<file path="src/hdl/rfpc_pkg.sv">
// Shared types, sizes and index helpers for the ring FIFO with peek cursor.
// Used by rfpc_ctrl, ring_fifo_with_peek_cursor, rfpc_reply_checker and testbench; depends on nothing.
package rfpc_pkg;

    localparam int SIZE       = 16;
    localparam int DATA_WIDTH = 32;
    localparam int IDX_W      = (SIZE > 1) ? $clog2(SIZE) : 1;
    localparam int CNT_W      = $clog2(SIZE + 1);
    localparam int KIND_W     = 3;

    typedef logic [IDX_W-1:0]      idx_t;
    typedef logic [CNT_W-1:0]      cnt_t;
    typedef logic [DATA_WIDTH-1:0] data_t;

    typedef enum logic [KIND_W-1:0] {
        KIND_PUSH  = 3'd0,
        KIND_POP   = 3'd1,
        KIND_START = 3'd2,
        KIND_FWD   = 3'd3,
        KIND_BACK  = 3'd4
    } kind_t;

    // Memory access issued for one request.
    typedef struct packed {
        logic wr_en;
        logic rd_en;
        idx_t addr;
    } mem_req_t;

    // Control fields of one result, before the read data joins them.
    typedef struct packed {
        logic ok;
        cnt_t count;
    } resp_t;

    localparam idx_t IDX_LAST = idx_t'(SIZE - 1);
    localparam cnt_t CNT_FULL = cnt_t'(SIZE);

    function automatic idx_t wrap_next(input idx_t i);
        return (i == IDX_LAST) ? '0 : idx_t'(i + 1'b1);
    endfunction

    function automatic idx_t wrap_prev(input idx_t i);
        return (i == '0) ? IDX_LAST : idx_t'(i - 1'b1);
    endfunction

endpackage

</file>
<file path="src/hdl/rfpc_ram.sv">
// Generic single-port synchronous RAM with a registered read.
// No dependencies.
module rfpc_ram #(
    parameter int DEPTH = 16,
    parameter int WIDTH = 32,
    localparam int AW   = (DEPTH > 1) ? $clog2(DEPTH) : 1
) (
    input  logic             clk,
    input  logic             wr_en,
    input  logic             rd_en,
    input  logic [AW-1:0]    addr,
    input  logic [WIDTH-1:0] wdata,
    output logic [WIDTH-1:0] rdata
);

    logic [WIDTH-1:0] mem [DEPTH];
    logic [WIDTH-1:0] rdata_reg;

    always_ff @(posedge clk)
    begin
        if (wr_en)
        begin
            mem[addr] <= wdata;
        end
        if (rd_en)
        begin
            rdata_reg <= mem[addr];
        end
    end

    assign rdata = rdata_reg;

endmodule

</file>
<file path="src/hdl/rfpc_ctrl.sv">
// Index, occupancy and cursor control for the ring FIFO.
// Decodes one request into a memory access and a result; uses rfpc_pkg.
module rfpc_ctrl
    import rfpc_pkg::*;
(
    input  logic              clk,
    input  logic              rst_n,
    input  logic              accept,
    input  logic [KIND_W-1:0] kind,
    output mem_req_t          mem_req,
    output resp_t             resp
);

    idx_t head_reg, head_next;
    idx_t tail_reg, tail_next;
    cnt_t count_reg, count_next;
    logic cur_valid_reg, cur_valid_next;
    idx_t cur_reg, cur_next;

    logic full;
    logic empty;
    idx_t cur_fwd;
    idx_t cur_back;

    assign full     = (count_reg == CNT_FULL);
    assign empty    = (count_reg == '0);
    assign cur_fwd  = wrap_next(cur_reg);
    assign cur_back = wrap_prev(cur_reg);

    always_comb
    begin
        head_next      = head_reg;
        tail_next      = tail_reg;
        count_next     = count_reg;
        cur_valid_next = cur_valid_reg;
        cur_next       = cur_reg;
        mem_req        = '0;
        resp.ok        = 1'b0;

        case (kind)
            KIND_PUSH:
            begin
                if (!full)
                begin
                    mem_req.wr_en = 1'b1;
                    mem_req.addr  = head_reg;
                    head_next     = wrap_next(head_reg);
                    count_next    = cnt_t'(count_reg + 1'b1);
                    resp.ok       = 1'b1;
                end
            end
            KIND_POP:
            begin
                if (!empty)
                begin
                    mem_req.rd_en = 1'b1;
                    mem_req.addr  = tail_reg;
                    tail_next     = wrap_next(tail_reg);
                    count_next    = cnt_t'(count_reg - 1'b1);
                    resp.ok       = 1'b1;
                end
            end
            KIND_START:
            begin
                if (!empty)
                begin
                    mem_req.rd_en  = 1'b1;
                    mem_req.addr   = tail_reg;
                    cur_valid_next = 1'b1;
                    cur_next       = tail_reg;
                    resp.ok        = 1'b1;
                end
            end
            KIND_FWD:
            begin
                // stop short of head
                if (cur_valid_reg && (cur_fwd != head_reg))
                begin
                    mem_req.rd_en = 1'b1;
                    mem_req.addr  = cur_fwd;
                    cur_next      = cur_fwd;
                    resp.ok       = 1'b1;
                end
            end
            KIND_BACK:
            begin
                if (cur_valid_reg && (cur_reg != tail_reg))
                begin
                    mem_req.rd_en = 1'b1;
                    mem_req.addr  = cur_back;
                    cur_next      = cur_back;
                    resp.ok       = 1'b1;
                end
            end
            default:
            begin
                resp.ok = 1'b0;
            end
        endcase

        resp.count = count_next;

        // drop the access unless the item is really taken
        if (!accept)
        begin
            mem_req.wr_en = 1'b0;
            mem_req.rd_en = 1'b0;
        end
    end

    always_ff @(posedge clk or negedge rst_n)
    begin
        if (!rst_n)
        begin
            head_reg      <= '0;
            tail_reg      <= '0;
            count_reg     <= '0;
            cur_valid_reg <= 1'b0;
            cur_reg       <= '0;
        end
        else if (accept)
        begin
            head_reg      <= head_next;
            tail_reg      <= tail_next;
            count_reg     <= count_next;
            cur_valid_reg <= cur_valid_next;
            cur_reg       <= cur_next;
        end
    end

endmodule

</file>
<file path="src/hdl/ring_fifo_with_peek_cursor.sv">
// Top level of the ring FIFO with peek cursor.
// Instantiates rfpc_ctrl and rfpc_ram; uses rfpc_pkg.
//
// Usage:
//   Input channel (in_valid / in_stall, kind, data_in) carries one request
//   per item: push, pop, start cursor at tail, step cursor forward, step
//   cursor back. Output channel (out_valid / out_stall) returns exactly one
//   result item per request: ok, data_out, count, is_full, is_empty.
//   The result of a request is registered at its accepting edge, read data
//   coming straight from the slot memory's output register. While in_stall
//   is low, requests are taken at one item per cycle: indices, count and cursor
//   update at the accepting edge, and the single memory port does one read
//   or one write per request, so back-to-back requests never collide.
//   A push writes at its accepting edge, so a later read sees the new data.
//   When the receiver stalls, the result holds in the output register and
//   the memory read register; in_stall rises only while a result waits and
//   out_stall is high, and drops in the cycle the result is taken.
//   Reset (rst_n low, asynchronous) empties the buffer, invalidates the
//   cursor and clears out_valid; slot contents are left as they are.
//   Refused requests and pushes return data_out of zero.
module ring_fifo_with_peek_cursor
    import rfpc_pkg::*;
(
    input  logic                  clk,
    input  logic                  rst_n,
    input  logic                  in_valid,
    output logic                  in_stall,
    input  logic [KIND_W-1:0]     kind,
    input  logic [DATA_WIDTH-1:0] data_in,
    output logic                  out_valid,
    input  logic                  out_stall,
    output logic                  ok,
    output logic [DATA_WIDTH-1:0] data_out,
    output logic [CNT_W-1:0]      count,
    output logic                  is_full,
    output logic                  is_empty
);

    logic     accept;
    mem_req_t mem_req;
    resp_t    resp;
    data_t    rd_data;

    logic out_valid_reg, out_valid_next;
    logic ok_reg;
    cnt_t count_reg;

    // Mark whether the current result came with a memory read.
    logic rd_valid_reg;

    // Hold new requests only while a finished result is stuck.
    assign in_stall = out_valid_reg && out_stall;
    assign accept   = in_valid && !in_stall;

    rfpc_ctrl u_ctrl (
        .clk     (clk),
        .rst_n   (rst_n),
        .accept  (accept),
        .kind    (kind),
        .mem_req (mem_req),
        .resp    (resp)
    );

    rfpc_ram #(
        .DEPTH (SIZE),
        .WIDTH (DATA_WIDTH)
    ) u_slots (
        .clk   (clk),
        .wr_en (mem_req.wr_en),
        .rd_en (mem_req.rd_en),
        .addr  (mem_req.addr),
        .wdata (data_in),
        .rdata (rd_data)
    );

    always_comb
    begin
        out_valid_next = out_valid_reg;
        if (accept)
        begin
            out_valid_next = 1'b1;
        end
        else if (out_valid_reg && !out_stall)
        begin
            out_valid_next = 1'b0;
        end
    end

    always_ff @(posedge clk or negedge rst_n)
    begin
        if (!rst_n)
        begin
            out_valid_reg <= 1'b0;
        end
        else
        begin
            out_valid_reg <= out_valid_next;
        end
    end

    // Capture result payload with the request; no reset needed.
    always_ff @(posedge clk)
    begin
        if (accept)
        begin
            ok_reg    <= resp.ok;
            count_reg <= resp.count;
        end
    end

    assign out_valid = out_valid_reg;
    assign ok        = ok_reg;
    // Push results read nothing: the memory register keeps older data, so
    // gate it with ok and with whether this request issued a read.
    assign data_out  = (ok_reg && rd_valid_reg) ? rd_data : '0;
    assign count     = count_reg;
    assign is_full   = (count_reg == CNT_FULL);
    assign is_empty  = (count_reg == '0);

    always_ff @(posedge clk)
    begin
        if (accept)
        begin
            rd_valid_reg <= mem_req.rd_en;
        end
    end

endmodule

</file>
<file path="config.mk">
export PLATFORM = sky130hd
export DESIGN_NAME = ring_fifo_with_peek_cursor
export DESIGN_NICKNAME = d
export VERILOG_FILES = /design/src/hdl/rfpc_pkg.sv /design/src/hdl/rfpc_ram.sv /design/src/hdl/rfpc_ctrl.sv /design/src/hdl/ring_fifo_with_peek_cursor.sv
export SDC_FILE = /design/constraint.sdc
export NUM_CORES = 1
export LEC_CHECK = 0
export BUFFER_PORTS_ARGS = -buffer_cell sky130_fd_sc_hd__buf_2
export CAP_MARGIN = 30
export CORE_MARGIN = 2
export CORE_UTILIZATION = 40
export CTS_CLUSTER_DIAMETER = 120
export DETAILED_ROUTE_END_ITERATION = 6
export GPL_TIMING_DRIVEN = 0
export SETUP_SLACK_MARGIN = 0.02
export SLEW_MARGIN = 20
export SYNTH_ARGS = -nofsm -noshare
export SYNTH_HDL_FRONTEND = slang
export SYNTH_HIERARCHICAL = 1
export SYNTH_SLANG_ARGS = --single-unit
export TNS_END_PERCENT = 10
</file>
<file path="constraint.sdc">
create_clock -name clk -period 12.8 [get_ports clk]
set_input_delay 3.2 -clock clk [delete_from_list [all_inputs] [get_ports clk]]
set_output_delay 3.2 -clock clk [all_outputs]
set_load 0.05 [all_outputs]
</file>
* Word-level counts from Yosys, hierarchy flattened *
Memory sizes are Yosys's and may differ from the RTL's. A register that Yosys moved wholly into a read port is not among the register bits.
Cells that the tools add are included.

cells by class
  add/subtract/negate cells = 6
  equality and inequality tests = 14
  multiplexer cells = 29
  bitwise operators = 2
  reduce and logical (&&, ||, !) cells = 19

operators with widths
  kind                                                                     count
  32-bit two-way mux                                                       1
  4-bit two-way mux                                                        8
  5-bit two-way mux                                                        5
  4-bit case mux with 4 select lines                                       1
  4-bit by 1-bit adder with 4-bit output, second input constant            3
  4-bit equality test, second input constant                               3
  4-bit case mux with 3 select lines                                       1
  5-bit equality test, second input constant                               2
  5-bit zero test                                                          2
  5-bit case mux with 2 select lines                                       1
  1-bit two-way mux                                                        9
  3-bit AND reduction                                                      3
  4-bit inequality test                                                    2
  3-bit by 2-bit equality test with 1-bit output, second input constant    2
  1-bit logical AND                                                        6
  5-bit by 1-bit adder with 5-bit output, second input constant            1
  5-bit AND reduction                                                      1
  5-bit by 1-bit subtractor with 5-bit output, second input constant       1
  4-bit zero test                                                          1
  2-bit by 1-bit inequality test with 1-bit output, second input constant  2
  1-bit case mux with 4 select lines                                       1
  4-bit by 1-bit subtractor with 4-bit output, second input constant       1
  3-bit by 1-bit equality test with 1-bit output, second input constant    1
  3-bit equality test, second input constant                               1
  9 further kinds                                                          11

word-level totals
  register bits after elaboration = 26
  RAM bits = 512
  memories kept = 1

memories
  memory       words  width  read ports  clocked after Yosys merged registers in  wr ports  RTL line        source
  u_slots.mem  16     32     1           1                                        1         rfpc_ram.sv:16  logic [WIDTH-1:0] mem [DEPTH];

* Longest topological paths before layout *
  depth in word-level cells = 9
  depth in mapped cells = 14

* By module *
The synthesis kept the hierarchy.

modules (own cells, without submodules)
  module                      times used  cells an instance  area an instance (um2)  sequential area each (um2)
  rfpc_ram                    1           840                20183.1                 16335.7
  rfpc_ctrl                   1           220                1858.0                  450.4
  ring_fifo_with_peek_cursor  1           52                 504.2                   235.2

* Least setup slack after synthesis *
No wires, ideal clock.

  path type = input-to-reg
  from = in out_stall
  to = mem u_slots.mem[0][0], enable pin
  arrival time = 7.681 ns
  required time = 12.339 ns
  slack = 4.658 ns
  cell stages on the path = 6
  buffers on the path = 0
  path through = and2_1 > nor2b_1 > or3b_2 > nor3_4 > or3b_2 > nor3_1

RTL lines
  what         RTL line                          source
  from (decl)  ring_fifo_with_peek_cursor.sv:31  input logic out_stall,
  to (decl)    rfpc_ram.sv:16

* Final worst setup path *
  from = in out_stall
  to = out in_stall

between the ends
  longest elaborated chain between the ends = 1

RTL lines
  what               RTL line                          source
  1-bit logical AND  ring_fifo_with_peek_cursor.sv:52  assign in_stall = out_valid_reg && out_stall;
  to (decl)          ring_fifo_with_peek_cursor.sv:27  output logic in_stall,

Every way passes these cells.

==> results.py <==
metrics = {
    "run_status": {
        "status": "finished clean",
    },
    "final_layout": {
        "multi_input_area_um2": 5233,
        "final_util_pct": 47.01,
        "n_fill_cell": 4674,
        "synthToLayoutAreaGrowth_pct": 16.89,
        "largest_reg_flops": 512,
        "final_cell_mix": "551 x edfxtp_1, 128 x mux4_2, 102 x buf_2",
        "layout.nets": 1335,
        "regArea_um2": 17020,
        "final_layout_size_suffix_gt1_share_pct": 30.13,
        "final_common_cell": "edfxtp_1",
    },
    "die": {
        "ios": 81,
        "initial_core_util_pct": 40.22,
        "rows": 87,
        "core_um2": 56060,
        "die_x_um": 241.4,
        "fp.dieH_um": 241.4,
        "dieArea_um2": 58280,
    },
    "cts": {
        "htreeDepth": 2,
        "cts_root_buf": "clkbuf_16",
        "cts_buffer_depth": 3,
        "cts_hold_buffers": 0,
        "cts_resized": 0,
        "cts_tree": "built",
        "clock-sinks": 570,
        "post_cts.repair.setup_buffers": 0,
        "clkLatencyLatePin_ns": 0.61,
        "cts_buffers": 58,
        "cts.clk_slew.worst_paths_ns": 0.06,
    },
    "setup_path": {
        "reg2reg_from": "u_ctrl/count_reg[1]",
        "worst_path_max_delay_cell": "buf_2",
        "required_ns": 9.60,
        "cpPeakStageDelay_ns": 0.27,
        "worstSetupEndpoint": "in_stall",
        "path_delay_family": "buffers and inverters",
        "arrival_ns": 3.69,
        "startpoint_type": "input pin",
        "reg2reg_slack_ns": 7.75,
        "worstSetupStartpoint": "out_stall",
        "r2r_end": "u_slots/mem[2][22]",
        "cp.depth": 3,
        "path_class": "in2out",
        "path_cells": "buf_2 -> and2_1 -> buf_2",
        "worst-r2r-cell-count": 13,
        "path_max_fanout": 3,
        "endpoint_kind": "output pin",
        "critPathBufInv": 2,
        "timing.critical_path.mode_cell": "buf_2",
    },
    "worst_hold_path": {
        "hold_class": "reg2reg",
        "hold_depth": 1,
    },
    "detailed_routing": {
        "wl_um": 50440,
        "vias_per_cell": 5.476,
        "drc": 0,
        "drtIter0Drc": 985,
        "wl_per_cell_um": 24.12,
        "vias": 11451,
        "ant_nets": 0,
        "drt_pre_antenna_iters": 5,
    },
    "pwr": {
        "pwr-share-clk_pct": 32.2,
        "vdd_drop_max_mv": 0.1012,
        "intPower_uw": 3546,
        "power.density_nw_per_um2": 187.3,
        "comb_power_share_pct": 24.3,
        "p_leak_uw": 0.008547,
        "p_sw_share_pct": 28.13,
        "p_sw_uw": 1388,
        "seq_power_share_pct": 43.5,
    },
    "sta": {
        "slew_violations": 0,
        "fin_crit_ns": 6.887,
        "skew_ns": 0.02383,
        "final_hold_viol_count": 0,
        "worst_slack_ns": 5.913,
        "min_period_over_period_pct": 53.80,
        "setup_viol": 0,
        "rsz0062_at_grt": "false",
        "tns_ns": 0,
        "fmax_ghz": 0.1452,
        "tightest_slew_ns": 0.8954,
        "slew-limit-headroom_pct": 40.31,
    },
    "synth": {
        "synth_area_um2": 22550,
        "synth_flop_cell": "edfxtp_1",
        "ys_seq_area_share_pct": 75.50,
        "avgSynthCellArea_um2": 20.27,
        "synthCells": 1112,
        "synth_cell_types": 66,
        "ys_warn_count": 6,
        "synth_nets": 1157,
        "ys_seq_elements": 570,
        "synth_edf_count": 551,
        "synthArstFlopShare_pct": 3.333,
    },
    "placement": {
        "port_buffers": 79,
        "pre_cts_slack_ns": 5.405,
        "place_congestion": 0.8220,
        "dp_hpwl_um": 32940,
    },
    "global_route": {
        "grt_usage_pct": 17.70,
        "grt_pass1_wl_um": 75190,
        "grt_max_degree": 20,
        "grt_antenna_before_repair": 2,
        "grt.overflow.total": 0,
        "grt_pass1_vias": 11690,
    },
    "run": {
        "max_cap_viol_count": 0,
    },
}
## synth_stat cells, types with 2 or more instances
| cell | n | share of area (%) |
|---|---|---|
| mux2_2 | 7 | 0.35 |
| clkbuf_1 | 32 | 0.53 |
| nor4_1 | 2 | 0.055 |
| mux2_4 | 3 | 0.20 |
| and3_1 | 32 | 0.89 |
| nand2b_1 | 8 | 0.22 |
| a211o_1 | 2 | 0.078 |
| nand4b_1 | 2 | 0.078 |
| a21oi_1 | 20 | 0.44 |
| xor2_1 | 6 | 0.23 |
| nand2_1 | 48 | 0.80 |
| o211ai_1 | 6 | 0.20 |
| mux2i_1 | 2 | 0.089 |
| a211oi_1 | 3 | 0.10 |
| nor2b_1 | 6 | 0.17 |
| ha_1 | 6 | 0.33 |
| dfrtp_1 | 19 | 2.1 |
| xnor2_1 | 9 | 0.35 |
| a22oi_1 | 67 | 2.2 |
| or3b_2 | 2 | 0.078 |
| nand3b_1 | 3 | 0.10 |
| o21ai_0 | 16 | 0.36 |
| nand3_1 | 4 | 0.089 |
| buf_6 | 9 | 0.45 |
| buf_4 | 4 | 0.13 |
| a31oi_1 | 4 | 0.11 |
| edfxtp_1 | 551 | 73 |
| o22ai_1 | 6 | 0.17 |
| nor2_1 | 23 | 0.38 |
| mux4_2 | 128 | 13 |
| nand4_1 | 2 | 0.055 |
| inv_1 | 8 | 0.13 |
| buf_2 | 23 | 0.51 |
| clkbuf_2 | 2 | 0.044 |
| or2_2 | 2 | 0.055 |
| and2_1 | 5 | 0.14 |
| a2bb2oi_1 | 2 | 0.078 |
| o41ai_1 | 2 | 0.078 |
| nor3_1 | 9 | 0.20 |
## area by class of cell
| class | instances | area share [%] |
|---|---|---|
| multi-input combinational | 462 | 19.86 |
| tap | 756 | 3.589 |
| timing repair buffer | 118 | 3.623 |
| inverter | 9 | 0.1282 |
| sequential | 570 | 64.59 |
| antenna | 1 | 0.009496 |
| clock inverter | 30 | 0.9448 |
| clock buffer | 74 | 5.816 |
| buffer | 71 | 1.443 |
## logic make-up after synthesis
group / Yosys count / synth area share, %
adders and majority gates: 6 / 0.3330
and+or+nand+nor: 157 / 3.763
buffers and inverters: 80 / 1.837
muxes: 140 / 13.42
AOI/OAI and AO/OA: 143 / 4.490
DFF: 570 / 75.50
xor gates and xnor gates: 16 / 0.6549
## metrics by stage
stage	hold WS, ns	power, uW	std cells	instance area, um^2
after floorplan	0.4584	3057	1112	22550
after global placement	0.4982	3371	1947	23890
after detailed placement	0.5098	3398	1986	24570
after CTS	0.5234	4994	2090	26350
after global routing	0.5385	5149	2090	26350
final	0.5231	4935	2091	26350
## layer usage
| metal | up-vias | part of all wire, % | GRT usage, % | wire length [um] |
|---|---|---|---|---|
| met2 | 339 | 48 | 28.47 | 24160 |
| met5 | - | 0.018 | 0 | 9 |
| met4 | 2 | 2.0 | 5.051 | 1032 |
| li1 | 4986 | - | - | - |
| met1 | 6054 | 44 | 24.91 | 22380 |
| met3 | 70 | 5.7 | 3.168 | 2854 |
## worst min-delay path by stage
stage | from | to | slack (ns)
CTS | u_ctrl/cur_valid_reg | u_ctrl/cur_valid_reg | 0.52
global route | u_ctrl/cur_valid_reg | u_ctrl/cur_valid_reg | 0.54
global placement | u_ctrl/cur_valid_reg | u_ctrl/cur_valid_reg | 0.50
finish | u_ctrl/cur_valid_reg | u_ctrl/cur_valid_reg | 0.52
detailed placement | u_ctrl/cur_valid_reg | u_ctrl/cur_valid_reg | 0.51
floorplan | u_ctrl/cur_valid_reg | u_ctrl/cur_valid_reg | 0.46
## power groups by stage
| stage | sequential (uW) | clock, uW | combinational (uW) |
|---|---|---|---|
| after floorplan | 2200 | 0 | 862 |
| after global placement | 2190 | 0 | 1180 |
| after detailed placement | 2190 | 0 | 1210 |
| after CTS | 2150 | 1630 | 1210 |
| after global routing | 2150 | 1700 | 1300 |
| final | 2150 | 1590 | 1200 |
Power figures use the tool's default switching activity.
